### config.mk
export PLATFORM = sky130hd
export DESIGN_NAME = ita_exec
export DESIGN_NICKNAME = d
export VERILOG_FILES = /design/src/rtl/ita_pkg.sv /design/src/rtl/ita_exec.sv
export SDC_FILE = /design/constraint.sdc
export NUM_CORES = 1
export LEC_CHECK = 0
export BUFFER_PORTS_ARGS = -buffer_cell sky130_fd_sc_hd__buf_2
export CAP_MARGIN = 25
export CORE_ASPECT_RATIO = 1.2
export CORE_MARGIN = 5
export CORE_UTILIZATION = 45
export DETAILED_ROUTE_END_ITERATION = 10
export PLACE_DENSITY = 0.79
export SLEW_MARGIN = 20
export SYNTH_ARGS = -nofsm -noshare
export SYNTH_HDL_FRONTEND = slang
export SYNTH_SLANG_ARGS = --single-unit
### constraint.sdc
create_clock -name vclk -period 8.7
set_input_delay 2.61 -clock vclk [all_inputs]
set_output_delay 2.61 -clock vclk [all_outputs]
set_load 0.05 [all_outputs]
### src/rtl/ita_pkg.sv
`default_nettype none
package ita_pkg;

  typedef enum logic [2:0] {
    MODE_ALLOC = 3'd0,
    MODE_FREE  = 3'd1,
    MODE_SCHED = 3'd2,
    MODE_OPEN  = 3'd3,
    MODE_CLOSE = 3'd4
  } mode_t;

  typedef enum logic [2:0] {
    RC_OK    = 3'd0,
    RC_FULL  = 3'd1,
    RC_RANGE = 3'd2,
    RC_SCHED = 3'd3,
    RC_OVER  = 3'd4,
    RC_UNDER = 3'd5
  } result_t;

  localparam int MODE_W = 3;
  localparam int CODE_W = 3;
  localparam int STAT_W = 2;

  localparam logic [STAT_W-1:0] STAT_NORMAL = 2'd0;
  localparam logic [STAT_W-1:0] STAT_DELETE = 2'd1;
  localparam logic [STAT_W-1:0] STAT_UNINIT = 2'd2;

  // control from the execute logic to the sequencer
  typedef struct packed {
    logic    wr_en;
    logic    freed;
    result_t code;
  } exec_ctl_t;

endpackage
`default_nettype wire

### src/rtl/ita_exec.sv
`default_nettype none
module ita_exec #(
  parameter int IDX_W  = 10,
  parameter int CAP_W  = 11,
  parameter int REF_W  = 16,
  parameter int WORD_W = 29
) (
  input  wire ita_pkg::mode_t     mode,
  input  wire logic [IDX_W-1:0]   addr,
  input  wire logic [IDX_W-1:0]   free_head,
  input  wire logic               free_nonempty,
  input  wire logic [CAP_W-1:0]   bump_count,
  input  wire logic [CAP_W-1:0]   cap_eff,
  input  wire logic [WORD_W-1:0]  rd_word,
  output ita_pkg::exec_ctl_t      ctl,
  output logic [WORD_W-1:0]       wr_word,
  output logic [IDX_W-1:0]        alloc_out,
  output logic [REF_W-1:0]        cnt_out,
  output logic [IDX_W-1:0]        free_head_next,
  output logic                    free_nonempty_next,
  output logic [CAP_W-1:0]        bump_count_next
);

  // entry word: {link valid, link, status, count}
  localparam int ST_LSB   = REF_W;
  localparam int LINK_LSB = REF_W + ita_pkg::STAT_W;
  localparam int LV_BIT   = LINK_LSB + IDX_W;

  logic [REF_W-1:0]           cnt;
  logic [ita_pkg::STAT_W-1:0] stat;
  logic [IDX_W-1:0]           link;
  logic                       link_valid;
  logic [REF_W-1:0]           cnt_dec;
  logic                       in_range;

  assign cnt        = rd_word[REF_W-1:0];
  assign stat       = rd_word[LINK_LSB-1:ST_LSB];
  assign link       = rd_word[LV_BIT-1:LINK_LSB];
  assign link_valid = rd_word[LV_BIT];
  assign cnt_dec    = cnt - 1'b1;
  assign in_range   = {{(CAP_W-IDX_W){1'b0}}, addr} < bump_count;

  always_comb begin
    ctl                = '0;
    ctl.code           = ita_pkg::RC_OK;
    wr_word            = rd_word;
    alloc_out          = '0;
    cnt_out            = '0;
    free_head_next     = free_head;
    free_nonempty_next = free_nonempty;
    bump_count_next    = bump_count;
    case (mode)
      ita_pkg::MODE_ALLOC: begin
        if (free_nonempty || bump_count < cap_eff) begin
          ctl.wr_en                    = 1'b1;
          wr_word[LV_BIT]              = 1'b0;
          wr_word[LINK_LSB-1:ST_LSB]   = ita_pkg::STAT_NORMAL;
          wr_word[REF_W-1:0]           = '0;
          alloc_out                    = addr;
          if (free_nonempty) begin
            free_head_next     = link;
            free_nonempty_next = link_valid;
          end else begin
            bump_count_next = bump_count + 1'b1;
          end
        end else begin
          ctl.code = ita_pkg::RC_FULL;
        end
      end
      ita_pkg::MODE_FREE, ita_pkg::MODE_SCHED, ita_pkg::MODE_OPEN,
      ita_pkg::MODE_CLOSE: begin
        if (!in_range) begin
          ctl.code = ita_pkg::RC_RANGE;
        end else begin
          cnt_out = cnt;
          case (mode)
            ita_pkg::MODE_FREE: begin
              ctl.wr_en                  = 1'b1;
              ctl.freed                  = 1'b1;
              wr_word[LV_BIT]            = free_nonempty;
              wr_word[LV_BIT-1:LINK_LSB] = free_head;
              wr_word[LINK_LSB-1:ST_LSB] = ita_pkg::STAT_UNINIT;
              free_head_next             = addr;
              free_nonempty_next         = 1'b1;
            end
            ita_pkg::MODE_SCHED: begin
              if (stat != ita_pkg::STAT_NORMAL) begin
                ctl.code = ita_pkg::RC_SCHED;
              end else begin
                ctl.wr_en                  = 1'b1;
                wr_word[LINK_LSB-1:ST_LSB] = ita_pkg::STAT_DELETE;
              end
            end
            ita_pkg::MODE_OPEN: begin
              if (&cnt) begin
                ctl.code = ita_pkg::RC_OVER;
              end else begin
                ctl.wr_en          = 1'b1;
                wr_word[REF_W-1:0] = cnt + 1'b1;
                cnt_out            = cnt + 1'b1;
              end
            end
            default: begin
              if (cnt == '0) begin
                ctl.code = ita_pkg::RC_UNDER;
              end else begin
                ctl.wr_en          = 1'b1;
                wr_word[REF_W-1:0] = cnt_dec;
                cnt_out            = cnt_dec;
                // last close of an entry marked for deletion returns it
                if (cnt_dec == '0 && stat == ita_pkg::STAT_DELETE) begin
                  ctl.freed                  = 1'b1;
                  wr_word[LV_BIT]            = free_nonempty;
                  wr_word[LV_BIT-1:LINK_LSB] = free_head;
                  wr_word[LINK_LSB-1:ST_LSB] = ita_pkg::STAT_UNINIT;
                  free_head_next             = addr;
                  free_nonempty_next         = 1'b1;
                end
              end
            end
          endcase
        end
      end
      default: begin
      end
    endcase
  end

endmodule
`default_nettype wire

# [After elaboration in Yosys (flattened, before gate mapping)]
# Cells that the tools add are included.
[totals] inputBits=75 elab_cells=73 output_inout_bits=82 register_bits=0
[op_classes] n_lt_le_gt_ge=2 n_addsub=3 reduce_logical=10 n_eq_ne=5 muxes=53
[op_table] op="2-to-1 mux 10 bit" count=8
[op_table] op="2-to-1 mux 16 bit" count=4
[op_table] op="case mux 16 bit (2 select lines)" count=2
[op_table] op="2-to-1 mux 29 bit" count=2
[op_table] op="case mux 10 bit (2 select lines)" count=2
[op_table] op="case mux 18 bit (2 select lines)" count=1
[op_table] op="2-to-1 mux 11 bit" count=3
[op_table] op="logical NOT 16 bit" count=2
[op_table] op="case mux 11 bit (2 select lines)" count=1
[op_table] op="2-to-1 mux 18 bit" count=1
[op_table] op="adder 16 x 1 -> 16 bit (second input constant)" count=1
[op_table] op="AND reduction 16 bit" count=1
[op_table] op="subtractor 16 x 1 -> 16 bit (second input constant)" count=1
[op_table] op="2-to-1 mux 13 bit" count=1
[op_table] op="2-to-1 mux 1 bit" count=12
[op_table] op="adder 11 x 1 -> 11 bit (second input constant)" count=1
[op_table] op="less-than comparator 10 x 11 -> 1 bit" count=1
[op_table] op="less-than comparator 11 bit" count=1
[op_table] op="case mux 1 bit (2 select lines)" count=5
[op_table] op="2-to-1 mux 3 bit" count=3
[op_table] op="case mux 3 bit (3 select lines)" count=1
[op_table] op="2-to-1 mux 2 bit" count=4
[op_table] op="== test 3 x 2 -> 1 bit (second input constant)" count=2
[op_table] op="case mux 2 bit (3 select lines)" count=1
[op_table] op="other kinds (11)" count=12

# [Longest topological paths before layout]
[depth] depth_word=8 mapped_depth=12 ltp_nobuf=11

# [Worst setup path after synthesis]
# OpenSTA, ideal clock, no wires.
[synth_path] path_kind="input to output" from="input rd_word[1]" to="output free_head_next[1]" n_path_buf=1 arrival_ns=5.959 path_slack_ns=0.131 cell_stages=12 t_required_ns=6.090 cell_sequence="clkbuf_1 > inv_1 > ha_1 > or3b_1 > o32ai_2 > a32o_1 > nand4_1 > o31ai_1 > or4b_4 > inv_2 > a221oi_1 > a31oi_1"
[synth_via] elab_chain_len=8 elab_cells_between_ends=9 classes_between="1 x add/sub; 5 x mux; 3 x reduce/logical"
[synth_rtl] item="start: declaration" line_no="ita_exec.sv:14" text="input wire logic [WORD_W-1:0] rd_word,"
[synth_rtl] item="subtractor 16 x 1 -> 16 bit" line_no="ita_exec.sv:40" text="assign cnt_dec = cnt - 1'b1;"
[synth_rtl] item="logical NOT 16 bit" line_no="ita_exec.sv:111" text="if (cnt_dec == '0 && stat == ita_pkg::STAT_DELETE) begin"
[synth_rtl] item="logical AND 1 bit" line_no="ita_exec.sv:111"
[synth_rtl] item="2-to-1 mux 10 bit" line_no="ita_exec.sv:111"
[synth_rtl] item="2-to-1 mux 10 bit *" line_no="ita_exec.sv:104" text="if (cnt == '0) begin"
[synth_rtl] item="case mux 10 bit (2 select lines) *" line_no="ita_exec.sv:76" text="case (mode)"
[synth_rtl] item="2-to-1 mux 10 bit *" line_no="ita_exec.sv:72" text="if (!in_range) begin"
[synth_rtl] item="case mux 10 bit (2 select lines) *" line_no="ita_exec.sv:52" text="case (mode)"
[synth_rtl] item="end: declaration" line_no="ita_exec.sv:19" text="output logic [IDX_W-1:0] free_head_next,"
# Every way passes the cells marked *; elsewhere a longest branch is shown, timed or not.

# [Worst setup path in the final report]
[layout_path] from="input rd_word[1]" to="output free_head_next[0]"
# Same word-level chain as after synthesis.

==> results.json <==
{
  "leakagePower_nw": 1.908,
  "grt_usage": 0.2760,
  "fmax_mhz": 118.6,
  "cp-start-kind": "input port",
  "cts_resized": 0,
  "overflow": 0,
  "coreArea_um2": 6771,
  "hpwl_mm": 10.14,
  "critical_path.most_common_cell": "buf_2",
  "syn-num-nets": 592,
  "postSynthAreaPerCell_um2": 6.281,
  "nClkBuffers": 0,
  "drive_above_1_share": 0.2971,
  "netlist_instances": 493,
  "dieArea_um2": 8647,
  "die_width_um": 85.73,
  "die_h_um": 100.9,
  "netlist_area_um2": 3097,
  "crit_required_ns": 6.09,
  "min_from": "bump_count[5]",
  "min_period_over_period": 0.9695,
  "netlist-cell-type-count": 65,
  "power.density_nw_per_um2": 84.29,
  "wl_per_cell_um": 17.94,
  "crit_end": "free_head_next[0]",
  "seq_area_frac_synth": 0,
  "crit_start": "rd_word[1]",
  "nFlopsAndLatches": 0,
  "drt-pass1-iter-count": 5,
  "status": "finished, final reports clean",
  "critPathMaxFanout": 13,
  "cp-end-kind": "output port",
  "rows": 33,
  "io-pin-count": 157,
  "holdWs_ns": 5.617,
  "grt_pass1_vias": 4079,
  "max_slew_margin": 0.5137,
  "worst_slew_pin_slew_ns": 0.7239,
  "num-fill-cells": 685,
  "maxCapViolCount": 0,
  "grt_pass1_wl_mm": 19.93,
  "max_stage_delay_ns": 0.63,
  "vias": 4367,
  "yosysWarnings": 0,
  "grt_max_degree": 37,
  "peakVddDrop_v": 0.00005551,
  "path_cells": "buf_2 > inv_1 > ha_1 > or3b_1 > o32ai_2 > a32o_1 > nand4_1 > o31ai_1 > or4b_4 > inv_2 > a21oi_1 > o221ai_1 > buf_2",
  "finalSetupTns_ns": 0,
  "post-route-cell-area_um2": 3859,
  "cts_hold_buffers": 0,
  "yosysMostFrequentCell": "nor2_1",
  "synthTopCellsByArea": "ha_1, nor2_1, a21o_1, a21oi_1, nand3_1",
  "drt_first_iter_violations": 323,
  "path_delay_family": "simple AND/OR/NAND/NOR gates",
  "period_needed_ns": 8.435,
  "rsz0062_at_grt": "no",
  "vias_per_cell": 6.212,
  "crit_buf_inv": 4,
  "yosys.area.top_type": "ha_1",
  "setup_viol": 0,
  "netlist.area_leader.share": 0.09697,
  "area_growth_pct": 24.61,
  "diodes": 0,
  "gp_congestion": 0.9996,
  "routed_wl_mm": 12.62,
  "regArea_um2": 0,
  "io_buffers": 157,
  "arrival_ns": 5.83,
  "drv_slew": 0,
  "yosys-top-cells-count": "nor2_1, nand2_1, clkbuf_1",
  "initial_core_util": 0.4573,
  "worst-setup-path-type": "in -> out",
  "route.detailed.drc": 0,
  "slowest_stage": "or4b_4",
  "path_depth": 13,
  "antenna_found_initial": 0,
  "cts_setup_buffers": 0,
  "dpl-instance-area_um2": 3859,
  "drtAntennaViolNets": 0,
  "finalNetCount": 717,
  "hp-class": "in -> out",
  "hold_violations": 0
}
cell usage in the layout, fill, tap and decap left out, types with 10 or more instances in the layout:
cell     synthesis  final
xnor2_1         18     18
nor2_1          49     49
ha_1            24     24
a21oi_1         32     32
inv_1           27     27
nand3_1         32     32
and2_1          17     17
a21o_1          22     22
nor3_1          18     18
o21ai_0         27     27
buf_2            1    157
nand4_1         10     10
nand2_1         39     39
where the power goes:
part,switching (W),internal [W]
combinational,0.000236,0.0000896
clock,0,0
sequential,0,0
total,0.000236,0.0000896
routing by layer:
layer  up-vias  track usage  wire length [um]  part of all wire
met2       262       0.5018              6120              0.49
met4         0       0.1389               639             0.051
met5         -            0                 0                 0
met1      1989       0.3226              4652              0.37
met3        45      0.01881              1203             0.095
li1       2071            -                 -                 -
how the worst min path moves through the flow:
stage	to	slack, ns	cells after the start
final	bump_count_next[5]	5.62	3
after global routing	bump_count_next[9]	5.64	3
after CTS	bump_count_next[5]	5.62	3
after detailed placement	bump_count_next[5]	5.62	3
after global placement	bump_count_next[5]	5.62	3
after floorplan	wr_word[18]	5.44	1
cell families (layout without fill, tap and decap cells):
kind of cell               Yosys count  after routing  synth area share
adders and majority gates           24             24           0.09697
buffers and inverters               66            189           0.08646
xor gates and xnor gates            21             21           0.05940
AOI/OAI and AO/OA                  145            145            0.3176
and+or+nand+nor                    219            219            0.3673
muxes                               18             18           0.07232
final cells by class:
type	count	area, um2	area share
Multi-Input combinational cell	427	2829	0.7331
Timing Repair Buffer	161	815.8	0.2114
Tap cell	87	108.9	0.02821
Inverter	28	105.1	0.02724
through the flow:
step / util / total power (W) / std cells / setup slack, ns
6_report: 0.5698 / 0.0003253 / 703 / 0.2649
5_1_grt: 0.5698 / 0.0003464 / 703 / 0.03035
4_1_cts: 0.5698 / 0.0003242 / 703 / 0.2755
3_5_place_dp: 0.5698 / 0.0003232 / 703 / 0.2890
3_3_place_gp: 0.5698 / 0.0003196 / 703 / 0.3740
2_1_floorplan: - / 0.0002385 / 493 / 0.1310
(Power assumes the default switching activity.)
